==> src/rtl/smc_pkg.sv <==
`timescale 1ns / 1ps
// ----------------------------------------------------------------------------
// smc_pkg
// Shared constants and types for the sysex message classifier.
// ----------------------------------------------------------------------------
package smc_pkg;

  localparam logic [7:0] SYX_START   = 8'hF0;
  localparam logic [7:0] SYX_END     = 8'hF7;
  localparam logic [7:0] UNIV_NRT    = 8'h7E;
  localparam logic [7:0] UNIV_RT     = 8'h7F;
  localparam logic [7:0] ID_GENERAL  = 8'h06;
  localparam logic [7:0] ID_REPLY    = 8'h02;

  localparam logic [1:0] KIND_MFR    = 2'd0;
  localparam logic [1:0] KIND_NRT    = 2'd1;
  localparam logic [1:0] KIND_RT     = 2'd2;

  localparam int POS_W      = 5;
  localparam int LEN_W      = POS_W + 1;
  localparam int HDR_TOP    = 15;  // highest header position ever read
  localparam int CK_START   = 5;
  localparam int CK_MIN_LEN = 8;
  localparam int ID_MIN_LEN = 15;

  localparam logic [POS_W-1:0] POS_MAX = '1;

  typedef struct packed {
    logic [7:0] data_byte;
    logic       last;
  } item_t;

  typedef struct packed {
    logic [1:0]  kind;
    logic        complete;
    logic [15:0] manufacturer_id;
    logic [1:0]  universal_fields;
    logic [7:0]  device_id;
    logic [7:0]  sub_id_first;
    logic [7:0]  sub_id_second;
    logic        identity_ok;
    logic [15:0] family_code;
    logic [15:0] model_number;
    logic [31:0] software_revision;
    logic        checksum_ok;
  } result_t;

endpackage

==> src/rtl/smc_in_if.sv <==
`timescale 1ns / 1ps
// ----------------------------------------------------------------------------
// smc_in_if
// Byte channel into the classifier: one message byte and a last flag.
// ----------------------------------------------------------------------------
interface smc_in_if;
  logic       valid;
  logic       ready;
  logic [7:0] data_byte;
  logic       last;

  modport source (output valid, data_byte, last, input ready);
  modport sink   (input valid, data_byte, last, output ready);
endinterface

==> src/rtl/smc_out_if.sv <==
`timescale 1ns / 1ps
// ----------------------------------------------------------------------------
// smc_out_if
// Result channel out of the classifier: one item per finished message.
// ----------------------------------------------------------------------------
interface smc_out_if;
  logic        valid;
  logic        ready;
  logic [1:0]  kind;
  logic        complete;
  logic [15:0] manufacturer_id;
  logic [1:0]  universal_fields;
  logic [7:0]  device_id;
  logic [7:0]  sub_id_first;
  logic [7:0]  sub_id_second;
  logic        identity_ok;
  logic [15:0] family_code;
  logic [15:0] model_number;
  logic [31:0] software_revision;
  logic        checksum_ok;

  modport source (output valid, kind, complete, manufacturer_id, universal_fields,
                  device_id, sub_id_first, sub_id_second, identity_ok, family_code,
                  model_number, software_revision, checksum_ok, input ready);
  modport sink   (input valid, kind, complete, manufacturer_id, universal_fields,
                  device_id, sub_id_first, sub_id_second, identity_ok, family_code,
                  model_number, software_revision, checksum_ok, output ready);
endinterface

==> src/rtl/smc_in_stage.sv <==
`timescale 1ns / 1ps
// ----------------------------------------------------------------------------
// smc_in_stage
// Input register: holds one byte item until the parser takes it.
// ----------------------------------------------------------------------------
module smc_in_stage (
  input  logic           clk,
  input  logic           rst,
  smc_in_if.sink         msg,
  input  logic           out_free,
  output logic           step,
  output smc_pkg::item_t item
);

  logic           held;
  smc_pkg::item_t item_q;

  // a last byte needs room in the result register, other bytes never wait
  assign step      = held && (!item_q.last || out_free);
  assign msg.ready = !held || step;
  assign item      = item_q;

  always_ff @(posedge clk) begin
    if (rst) begin
      held <= 1'b0;
    end else if (msg.valid && msg.ready) begin
      held <= 1'b1;
    end else if (step) begin
      held <= 1'b0;
    end
  end

  always_ff @(posedge clk) begin
    if (msg.valid && msg.ready) begin
      item_q.data_byte <= msg.data_byte;
      item_q.last      <= msg.last;
    end
  end

endmodule

==> src/rtl/smc_parser.sv <==
`timescale 1ns / 1ps
// ----------------------------------------------------------------------------
// smc_parser
// Message state (position, header bytes, running checksum, previous byte)
// and the classification of a message on its last byte.
// ----------------------------------------------------------------------------
module smc_parser (
  input  logic             clk,
  input  logic             rst,
  input  logic             step,
  input  smc_pkg::item_t   item,
  output smc_pkg::result_t result
);

  localparam int PW = smc_pkg::POS_W;
  localparam int LW = smc_pkg::LEN_W;

  logic [PW-1:0] byte_position, byte_position_next;
  logic [6:0]    checksum_sum, checksum_sum_next;
  logic [7:0]    previous_byte, previous_byte_next;
  logic [7:0]    header_store [1:smc_pkg::HDR_TOP];

  logic [7:0]    b;
  logic          framed;
  logic [PW-1:0] idx;
  logic [LW-1:0] len;
  logic [7:0]    prev_before;
  logic [7:0]    hv [1:smc_pkg::HDR_TOP];
  logic [1:0]    kind;
  logic          uni;
  logic          ext_id;
  logic [6:0]    sum_upd;
  logic [6:0]    ck_rest;
  logic [6:0]    ck_want;

  assign b           = item.data_byte;
  // a message that does not open with F0 gets one in front of it
  assign framed      = (byte_position == '0) && (b != smc_pkg::SYX_START);
  assign idx         = framed ? PW'(1) : byte_position;
  assign prev_before = framed ? smc_pkg::SYX_START : previous_byte;
  assign len         = {1'b0, idx} + LW'(1);

  // running sum with the current byte included from position CK_START on
  assign sum_upd     = (idx >= PW'(smc_pkg::CK_START)) ? checksum_sum + b[6:0] : checksum_sum;

  // header view with the current byte merged in
  always_comb begin
    for (int i = 1; i <= smc_pkg::HDR_TOP; i++) begin
      hv[i] = (idx == PW'(i)) ? b : header_store[i];
    end
  end

  always_comb begin
    checksum_sum_next  = sum_upd;
    byte_position_next = (idx == smc_pkg::POS_MAX) ? idx : idx + PW'(1);
    previous_byte_next = b;
    if (item.last) begin
      checksum_sum_next  = '0;
      byte_position_next = '0;
      previous_byte_next = '0;
    end
  end

  always_ff @(posedge clk) begin
    if (rst) begin
      byte_position <= '0;
      checksum_sum  <= '0;
      previous_byte <= '0;
    end else if (step) begin
      byte_position <= byte_position_next;
      checksum_sum  <= checksum_sum_next;
      previous_byte <= previous_byte_next;
    end
  end

  always_ff @(posedge clk) begin
    for (int i = 1; i <= smc_pkg::HDR_TOP; i++) begin
      if (step && idx == PW'(i)) begin
        header_store[i] <= b;
      end
    end
  end

  // classification, valid only on a last byte
  always_comb begin
    kind = smc_pkg::KIND_MFR;
    if (len >= LW'(2) && hv[1] == smc_pkg::UNIV_NRT) kind = smc_pkg::KIND_NRT;
    if (len >= LW'(2) && hv[1] == smc_pkg::UNIV_RT)  kind = smc_pkg::KIND_RT;
    uni    = kind != smc_pkg::KIND_MFR;
    ext_id = hv[5] == 8'h00;

    // sum over the checksummed span excludes the checksum and the end byte
    ck_rest = sum_upd - b[6:0] - prev_before[6:0];
    ck_want = 7'd0 - ck_rest;

    result                 = '0;
    result.kind            = kind;
    result.complete        = b == smc_pkg::SYX_END;

    if (len < LW'(2)) begin
      result.manufacturer_id = '0;
    end else if (!uni && hv[1] == 8'h00 && len >= LW'(4)) begin
      result.manufacturer_id = {hv[2], hv[3]};
    end else begin
      result.manufacturer_id = {8'h00, hv[1]};
    end

    if (uni) begin
      result.universal_fields = (len >= LW'(5)) ? 2'd3 : 2'(len - LW'(2));
      if (len >= LW'(3)) result.device_id     = hv[2];
      if (len >= LW'(4)) result.sub_id_first  = hv[3];
      if (len >= LW'(5)) result.sub_id_second = hv[4];
    end

    if (kind == smc_pkg::KIND_NRT && len >= LW'(smc_pkg::ID_MIN_LEN) &&
        hv[3] == smc_pkg::ID_GENERAL && hv[4] == smc_pkg::ID_REPLY &&
        (!ext_id || len >= LW'(smc_pkg::ID_MIN_LEN + 1))) begin
      result.identity_ok = 1'b1;
      if (ext_id) begin
        result.family_code       = {hv[9], hv[8]};
        result.model_number      = {hv[11], hv[10]};
        result.software_revision = {hv[15], hv[14], hv[13], hv[12]};
      end else begin
        result.family_code       = {hv[7], hv[6]};
        result.model_number      = {hv[9], hv[8]};
        result.software_revision = {hv[13], hv[12], hv[11], hv[10]};
      end
    end

    result.checksum_ok = (len >= LW'(smc_pkg::CK_MIN_LEN)) &&
                         (prev_before == {1'b0, ck_want});
  end

endmodule

==> src/rtl/smc_out_stage.sv <==
`timescale 1ns / 1ps
// ----------------------------------------------------------------------------
// smc_out_stage
// Result register: holds one finished result until the receiver takes it.
// ----------------------------------------------------------------------------
module smc_out_stage (
  input  logic             clk,
  input  logic             rst,
  input  logic             load,
  input  smc_pkg::result_t result,
  output logic             out_free,
  smc_out_if.source        res
);

  logic             full;
  smc_pkg::result_t res_q;

  assign out_free  = !full || res.ready;
  assign res.valid = full;

  assign res.kind              = res_q.kind;
  assign res.complete          = res_q.complete;
  assign res.manufacturer_id   = res_q.manufacturer_id;
  assign res.universal_fields  = res_q.universal_fields;
  assign res.device_id         = res_q.device_id;
  assign res.sub_id_first      = res_q.sub_id_first;
  assign res.sub_id_second     = res_q.sub_id_second;
  assign res.identity_ok       = res_q.identity_ok;
  assign res.family_code       = res_q.family_code;
  assign res.model_number      = res_q.model_number;
  assign res.software_revision = res_q.software_revision;
  assign res.checksum_ok       = res_q.checksum_ok;

  always_ff @(posedge clk) begin
    if (rst) begin
      full <= 1'b0;
    end else if (load) begin
      full <= 1'b1;
    end else if (res.ready) begin
      full <= 1'b0;
    end
  end

  always_ff @(posedge clk) begin
    if (load) begin
      res_q <= result;
    end
  end

endmodule

==> src/rtl/sysex_message_classifier_core.sv <==
`timescale 1ns / 1ps
// ----------------------------------------------------------------------------
// sysex_message_classifier_core
// Classifies system-exclusive messages delivered one byte per item.
// ----------------------------------------------------------------------------
// Usage:
//   msg carries one byte per item with a last flag on the final byte. A
//   message not opening with F0 is parsed as if F0 came first.
//   res carries one item per message, built from the whole message when its
//   last byte is taken: class, end marker, manufacturer ID, universal header
//   fields, identity reply fields and checksum check. Absent fields read zero.
//   Throughput: one byte per cycle, except while a last byte waits for the
//   result register; the parser updates its state and builds the result
//   combinationally between the input and result registers. A last byte is
//   held in the input register; its result is then registered for res.
//   Stall: bytes that are not last keep flowing while a result waits; a last
//   byte waits in the input register until the result register is free, and
//   msg.ready drops only then.
//   Reset (rst, synchronous) empties both registers and starts a new message;
//   header bytes need no clearing, only bytes of the current message are read.
// ----------------------------------------------------------------------------
module sysex_message_classifier_core (
  input  logic       clk,
  input  logic       rst,
  smc_in_if.sink     msg,
  smc_out_if.source  res
);

  logic             step;
  logic             out_free;
  smc_pkg::item_t   item;
  smc_pkg::result_t result;

  smc_in_stage u_in_stage (
    .clk      (clk),
    .rst      (rst),
    .msg      (msg),
    .out_free (out_free),
    .step     (step),
    .item     (item)
  );

  smc_parser u_parser (
    .clk    (clk),
    .rst    (rst),
    .step   (step),
    .item   (item),
    .result (result)
  );

  smc_out_stage u_out_stage (
    .clk      (clk),
    .rst      (rst),
    .load     (step && item.last),
    .result   (result),
    .out_free (out_free),
    .res      (res)
  );

endmodule
==> src/flat_wrapper.sv <==
// flat-port wrapper written by rule: the top's interface ports become plain ports
module sysex_message_classifier_core_flat 
  (clk, rst, msg_valid, msg_data_byte, msg_last, msg_ready, res_valid, res_kind, res_complete, res_manufacturer_id, res_universal_fields, res_device_id, res_sub_id_first, res_sub_id_second, res_identity_ok, res_family_code, res_model_number, res_software_revision, res_checksum_ok, res_ready);
  smc_in_if msg_i ();
  smc_out_if res_i ();
  input  logic clk;
  input  logic rst;
  input wire logic [$bits(msg_i.valid)-1:0] msg_valid;
  input wire logic [$bits(msg_i.data_byte)-1:0] msg_data_byte;
  input wire logic [$bits(msg_i.last)-1:0] msg_last;
  output wire logic [$bits(msg_i.ready)-1:0] msg_ready;
  output wire logic [$bits(res_i.valid)-1:0] res_valid;
  output wire logic [$bits(res_i.kind)-1:0] res_kind;
  output wire logic [$bits(res_i.complete)-1:0] res_complete;
  output wire logic [$bits(res_i.manufacturer_id)-1:0] res_manufacturer_id;
  output wire logic [$bits(res_i.universal_fields)-1:0] res_universal_fields;
  output wire logic [$bits(res_i.device_id)-1:0] res_device_id;
  output wire logic [$bits(res_i.sub_id_first)-1:0] res_sub_id_first;
  output wire logic [$bits(res_i.sub_id_second)-1:0] res_sub_id_second;
  output wire logic [$bits(res_i.identity_ok)-1:0] res_identity_ok;
  output wire logic [$bits(res_i.family_code)-1:0] res_family_code;
  output wire logic [$bits(res_i.model_number)-1:0] res_model_number;
  output wire logic [$bits(res_i.software_revision)-1:0] res_software_revision;
  output wire logic [$bits(res_i.checksum_ok)-1:0] res_checksum_ok;
  input wire logic [$bits(res_i.ready)-1:0] res_ready;
  assign msg_i.valid = msg_valid;
  assign msg_i.data_byte = msg_data_byte;
  assign msg_i.last = msg_last;
  assign msg_ready = msg_i.ready;
  assign res_valid = res_i.valid;
  assign res_kind = res_i.kind;
  assign res_complete = res_i.complete;
  assign res_manufacturer_id = res_i.manufacturer_id;
  assign res_universal_fields = res_i.universal_fields;
  assign res_device_id = res_i.device_id;
  assign res_sub_id_first = res_i.sub_id_first;
  assign res_sub_id_second = res_i.sub_id_second;
  assign res_identity_ok = res_i.identity_ok;
  assign res_family_code = res_i.family_code;
  assign res_model_number = res_i.model_number;
  assign res_software_revision = res_i.software_revision;
  assign res_checksum_ok = res_i.checksum_ok;
  assign res_i.ready = res_ready;
  sysex_message_classifier_core u_core (.clk(clk), .rst(rst), .msg(msg_i), .res(res_i));
endmodule
==> config.mk <==
export PLATFORM = sky130hd
export DESIGN_NAME = sysex_message_classifier_core_flat
export DESIGN_NICKNAME = d
export VERILOG_FILES = /design/src/rtl/smc_pkg.sv /design/src/rtl/smc_in_if.sv /design/src/rtl/smc_out_if.sv /design/src/rtl/smc_in_stage.sv /design/src/rtl/smc_parser.sv /design/src/rtl/smc_out_stage.sv /design/src/rtl/sysex_message_classifier_core.sv /design/src/flat_wrapper.sv
export SDC_FILE = /design/constraint.sdc
export NUM_CORES = 1
export LEC_CHECK = 0
export BUFFER_PORTS_ARGS = -buffer_cell sky130_fd_sc_hd__buf_2
export CORE_MARGIN = 3
export CORE_UTILIZATION = 60
export DETAILED_ROUTE_END_ITERATION = 10
export GPL_ROUTABILITY_DRIVEN = 1
export PLACE_DENSITY = 0.81
export SYNTH_ARGS = -nofsm -noshare
export SYNTH_HDL_FRONTEND = slang
export SYNTH_HIERARCHICAL = 1
export SYNTH_SLANG_ARGS = --single-unit
==> constraint.sdc <==
create_clock -name clk -period 7.7 [get_ports clk]
set_input_delay 0.385 -clock clk [delete_from_list [all_inputs] [get_ports clk]]
set_output_delay 0.385 -clock clk [all_outputs]
set_load 0.02 [all_outputs]
# Word level (Yosys, flattened, before mapping)
# Memory sizes are Yosys's and may differ from the RTL's.
# Cells that the tools add are included.
# word_totals
ram_bits	120
memories	1
in_bits	13
reg_bits	142
# classes
reduce_logical	61
addsub	7
muxes	104
bitwise	1
order_cmp	9
n_eq_ne	24
# memory_table
name	depth	word_bits	read_ports	rd_ports_with_merged_regs	write_ports	line_no	text
u_core.u_parser.header_store	15	8	15	0	1	smc_parser.sv:21	logic [7:0] header_store [1:smc_pkg::HDR_TOP];
# op_table
op	n
2-to-1 mux 8 bit	32
OR reduction 8 bit	14
2-to-1 mux 65 bit	1
2-to-1 mux 64 bit	1
2-to-1 mux 4 bit	14
2-to-1 mux 1 bit	49
equality test 5 x 4 -> 1 bit, second input constant	8
logical AND 1 bit	28
equality test 5 x 3 -> 1 bit, second input constant	4
equality test 8 x 7 -> 1 bit, second input constant	2
zero test 8 bit	2
2-to-1 mux 5 bit	3
2-to-1 mux 7 bit	2
subtractor 7 bit	2
>= comparator 6 x 2 -> 1 bit, second input constant	2
>= comparator 6 x 3 -> 1 bit, second input constant	2
>= comparator 6 x 4 -> 1 bit, second input constant	2
equality test 5 x 2 -> 1 bit, second input constant	2
equality test 8 x 2 -> 1 bit, second input constant	1
equality test 8 x 3 -> 1 bit, second input constant	1
equality test 8 x 7 -> 1 bit	1
equality test 8 bit, second input constant	1
!= test 8 bit, second input constant	1
adder 7 bit	1
18 further kinds	30

# Logic depth before layout (Yosys ltp)
# logic_depth
word_depth	22
ltp_mapped	14
mapped_depth_nobuf	13

# Hierarchy
# The synthesis kept the hierarchy.
# by_module_without_submodules
module	cells_each	n_inst	seq_area_each_um2	area_per_inst_um2
smc_parser	826	1	3983.8	8533.2
smc_out_stage	115	1	3353.2	3379.5
smc_in_stage	16	1	290.3	342.8
sysex_message_classifier_core	1	1	0.0	6.3

# Least setup slack after synthesis
# No wires, ideal clock.
# synth_timing
path_type	flip-flop to flip-flop
from	register u_core.u_in_stage.item_q (netlist bit u_core/u_in_stage/item[4])
to	register u_core.u_out_stage.res_q (netlist bit u_core/u_out_stage/res.checksum_ok) (data pin)
period_less_slack_ps	4009
slack_ps	3691
setup_ps	207
t_required_ps	7493
stages_incl_launch_ff	13
t_arrival_ps	3802
path_cell_list	edfxtp_1 buf_2 or4_4 o211ai_1 clkbuf_1 and2_1 fa_1 ha_1 a21oi_1 o21ai_0 xnor2_1 or3b_2 a2111oi_0
# synth_rtl
item	line_no	text
start, declared	smc_in_stage.sv:16	smc_pkg::item_t item_q;
end signal, assigned	smc_out_stage.sv:46	res_q <= result;
end, declared	smc_out_stage.sv:16	smc_pkg::result_t res_q;

==> results.env <==
SYNTH_FA_HA_AREA_SHARE_PCT=2.673
CTS_TREE='yes'
SUM_NEG_SETUP_SLACK_NS=0
CPMOSTUSEDCELL='sky130_fd_sc_hd__fa_1'
CTS_BUFFERS=26
DRT_FIRST_ITER_VIOLATIONS=1027
MAXSLEWHEADROOM_PCT=6.622
SETUP.WORST_PATH.START='u_core/u_parser/byte_position[2]'
OVERFLOW=0
ROWS=51
MOSTFREQUENTLAYOUTCELLS='sky130_fd_sc_hd__edfxtp_1 (240), sky130_fd_sc_hd__buf_2 (125), sky130_fd_sc_hd__o21ai_0 (80)'
DIEWIDTH_UM=149.0
SYNTHSIMPLEGATEAREAFRAC_PCT=10.23
DRIVE_ABOVE_1_SHARE_PCT=23.74
POSTSYNTHREGISTERBITS=261
NUM-NETS-FINAL=1102
DIE_AREA_MM2=0.02219
SYNTHDOMINANTAREACELLTYPE='sky130_fd_sc_hd__edfxtp_1'
INITIAL_ANTENNA_VIOLATION_COUNT=0
FINAL_WEIGHTED_CONGESTION_OF_ROUTABILITY_DRIVEN_GLOBAL_PLACEMENT=0.9036
TIMING.FMAX_MHz=225.0
PWR_DENS_mW_PER_MM2=215.3
MAPPEDNETLISTAREA_MM2=0.01226
SETUP_REPAIR_AFTER_GLOBAL_ROUTING_MISSED_ITS_MARGIN='no'
HOLD_BUFFERS=0
HOLDCRITSTARTPOINT='msg_data_byte[4]'
WORST_PATH_MAX_DELAY_CELL='sky130_fd_sc_hd__nor3_1'
CRIT_ARRIVAL_NS=4.76
IR_WORST_VDD_mV=0.2220
CLOCKROOTBUFFER='sky130_fd_sc_hd__clkbuf_16'
PLACEMENT.IO_BUFFERS=125
SYNTH_TOP_FLOP_CELL='sky130_fd_sc_hd__edfxtp_1'
POWER_LEAKAGE_uW=0.004736
POST_CTS_BUFFERS=0
POSTSYNTHCELLCOUNT=958
SYNTH_TOP_FAMILY_BY_AREA='compound AO/OA/AOI/OAI gates'
CP_NUM_BUF_INV=1
ANTENNA_CELLS=0
POST_SYNTHESIS_TO_FINAL_LAYOUT_AREA_GROWTH_PCT=13.62
SYNTH_COMPOUND_AREA_SHARE_PCT=19.06
SYN_AREA_PER_CELL_UM2=12.80
GRT.TOTAL_USAGE_PCT=26.00
END_KIND='register'
PERIOD_NEEDED_NS=4.444
ROUTED_WIRE_LENGTH_PER_INSTANCE_UM=21.58
FINAL_WIRELENGTH_MM=29.18
DETAILROUTE.WIRELENGTH.MET2_MM=13.54
DR_TOP_LAYER='met4'
ANT_NETS=0
GRT_PASS1_VIAS=8376
INITIAL_UTILIZATION_PCT=61.99
IO_PINS=126
PLACEABLECOREAREA_MM2=0.01978
CP_SLOWEST_STAGE_DELAY_NS=0.71
SYNTH_SEQUENTIAL_AREA_RATIO_PCT=62.20
MET1_LENGTH_MM=11.54
DRT_FIRST_PASS_ITERS=7
DRC=0
GRT_MAX_DEGREE=67
ROUTED-WL-MET3_MM=3.189
FINAL_COMMON_CELL='sky130_fd_sc_hd__edfxtp_1'
TIMING.CRITICAL_PATH.FROM_TYPE='register'
TIMING.CRITICAL_PATH.MAX_DELAY_FAMILY='compound AO/OA/AOI/OAI gates'
SYN-NUM-NETS=993
CTS_REPAIR_RESIZE_COUNT=0
ROUTED_VIA_DENSITY=6.575
TIMING.FINAL.MAX_SLEW_VIOLATIONS=0
WORSTREG2REGSTART='u_core/u_parser/byte_position[2]'
CLKSLEWWORSTSETUPHOLDPATHS_NS=0.07
DIEHEIGHT_UM=149.0
YS_WARN_COUNT=6
HOLD_VIOL_FINAL=0
SYNTHXORXNORAREAFRAC_PCT=0.9286
WORST_PIN_SLEW_NS=1.390
GRT_PASS1_WL_MM=45.81
SYNTH.TOP_CELL.AREA_SHARE_PCT=58.78
POST_SYNTH_NUM_CELL_TYPES=71
CRITICAL_PATH_PEAK_FANOUT=22
WORSTSKEWPAIRLATENCY_NS=0.53
OUTCOME='finished, final reports clean'
SYNTH_MUX_AREA_SHARE_PCT=1.918
CTS_BUFFER_DEPTH=3
DR_TOTAL_VIAS=8890
MIN-DELAY-PATH-CLASS='primary input to register'
CRIT_REQUIRED_NS=8.01
MINIMUM_HOLD_SLACK_NS=0.03488
FINAL_MIN_PERIOD_OVER_CLOCK_PERIOD_PCT=57.72
FINALCLOCKSKEW_NS=0.01305
ASYNCSETRESETFLOPFRACSYNTH_PCT=0
DPL.HPWL_MM=17.93
PATH_CELLS='nor3_1 > o211ai_1 > and2_1 > fa_1 > inv_1 > fa_1 > nand2b_1 > a211oi_1 > o21ai_0 > a22o_1 > a2111oi_0'
TIMING_WORST_SETUP_PATH_TYPE='register to register'
SYNTH-EDFF-COUNT=240
CTS_HTREE_LEVELS=1
SYNTH_AREA_LEADERS='sky130_fd_sc_hd__edfxtp_1 (59%), sky130_fd_sc_hd__a211oi_2 (5.0%), sky130_fd_sc_hd__a22oi_1 (4.1%)'
CTS_SINKS=261
MAX_CAP_VIOL_COUNT=0
SETUP_VIOLATIONS=0
## routing by layer
layer / vias to the layer above / global-route usage (%)
li1: 3981 / -
met1: 4242 / 37.18
met2: 580 / 41.21
met3: 87 / 4.376
met4: 0 / 8.513
met5: - / 0
## path summary, 6_finish.rpt
check | slack, ns | end | cells past startpoint
min reg2reg | 0.47 | u_core/u_parser/previous_byte[0] | 2
min | 0.03 | u_core/u_in_stage/item[5] | 1
max reg2reg | 3.26 | u_core/u_out_stage/res.checksum_ok | 11
max | 3.26 | u_core/u_out_stage/res.checksum_ok | 11
## worst register-to-register path, stage by stage (launching register included)
cell and delay, ns:
sky130_fd_sc_hd__dfxtp_1 0.52, sky130_fd_sc_hd__nor3_1 0.71, sky130_fd_sc_hd__o211ai_1 0.52, sky130_fd_sc_hd__and2_1 0.33
sky130_fd_sc_hd__fa_1 0.51, sky130_fd_sc_hd__inv_1 0.06, sky130_fd_sc_hd__fa_1 0.44, sky130_fd_sc_hd__nand2b_1 0.19
sky130_fd_sc_hd__a211oi_1 0.24, sky130_fd_sc_hd__o21ai_0 0.16, sky130_fd_sc_hd__a22o_1 0.19, sky130_fd_sc_hd__a2111oi_0 0.38
## flip-flops by register name, indices dropped and copies added (netlist names), 8 cells and up
name and cells:
u_core/u_parser/header_store 120, u_core/u_out_stage/res.family_code 16, u_core/u_out_stage/res.software_revision 32, u_core/u_out_stage/res.sub_id_second 8, u_core/u_out_stage/res.sub_id_first 8, u_core/u_out_stage/res.model_number 16
u_core/u_out_stage/res.manufacturer_id 16, u_core/u_out_stage/res.device_id 8, u_core/u_in_stage/item 9
## logic make-up after synthesis
logic type,after synthesis
multiplexers,23
XOR/XNOR,13
buffers and inverters,77
AND/OR/NAND/NOR,247
AO/OA/AOI/OAI,315
adder cells (fa/ha/maj),22
flip-flops,261
## cells in the mapped netlist (5+ instances only)
| cell type | number |
|---|---|
| sky130_fd_sc_hd__a21boi_1 | 5 |
| sky130_fd_sc_hd__nor4_1 | 7 |
| sky130_fd_sc_hd__nand2b_1 | 12 |
| sky130_fd_sc_hd__ha_1 | 15 |
| sky130_fd_sc_hd__nand3_1 | 9 |
| sky130_fd_sc_hd__inv_1 | 16 |
| sky130_fd_sc_hd__nand4_1 | 10 |
| sky130_fd_sc_hd__o32ai_1 | 7 |
| sky130_fd_sc_hd__or4_1 | 5 |
| sky130_fd_sc_hd__a211oi_2 | 49 |
| sky130_fd_sc_hd__and3_1 | 7 |
| sky130_fd_sc_hd__a21o_1 | 5 |
| sky130_fd_sc_hd__mux2i_1 | 19 |
| sky130_fd_sc_hd__dfxtp_1 | 21 |
| sky130_fd_sc_hd__nor2_1 | 73 |
| sky130_fd_sc_hd__buf_2 | 13 |
| sky130_fd_sc_hd__nand2_1 | 47 |
| sky130_fd_sc_hd__xnor2_1 | 9 |
| sky130_fd_sc_hd__buf_6 | 7 |
| sky130_fd_sc_hd__nor3_1 | 35 |
| sky130_fd_sc_hd__edfxtp_1 | 240 |
| sky130_fd_sc_hd__fa_1 | 7 |
| sky130_fd_sc_hd__and2_1 | 6 |
| sky130_fd_sc_hd__o211ai_1 | 5 |
| sky130_fd_sc_hd__or2_2 | 9 |
| sky130_fd_sc_hd__a21oi_1 | 43 |
| sky130_fd_sc_hd__a211oi_1 | 19 |
| sky130_fd_sc_hd__a22oi_1 | 67 |
| sky130_fd_sc_hd__o21ai_0 | 80 |
| sky130_fd_sc_hd__clkbuf_1 | 36 |
## final cells by class
cell class / instances / area [µm²]
Clock inverter: 18 / 176.4
Tap cell: 265 / 331.6
Timing Repair Buffer: 142 / 753.2
Multi-Input combinational cell: 620 / 4297
Clock buffer: 30 / 686.9
Sequential cell: 261 / 7627
Fill cell: 1348 / 5849
Inverter: 16 / 60.06
## metrics by stage
| stage | worst slack [ns] | power [µW] | area (µm²) | cells | utilization, % |
|---|---|---|---|---|---|
| 2_1_floorplan | 3.691 | 1713 | 12260 | 958 | - |
| 3_3_place_gp | 3.343 | 1759 | 13070 | 1304 | 66.07 |
| 3_5_place_dp | 3.293 | 1763 | 13070 | 1304 | 66.07 |
| 4_1_cts | 3.269 | 3016 | 13930 | 1352 | 70.43 |
| 5_1_grt | 2.863 | 3091 | 13930 | 1352 | 70.43 |
| 6_report | 3.256 | 3000 | 13930 | 1352 | 70.43 |
## power by group
group	total [µW]	switching, µW	internal, µW
combinational	161	110	50.5
sequential	1570	10.6	1560
clock	1260	521	744
Note: power is estimated with default switching activity, not from simulation.
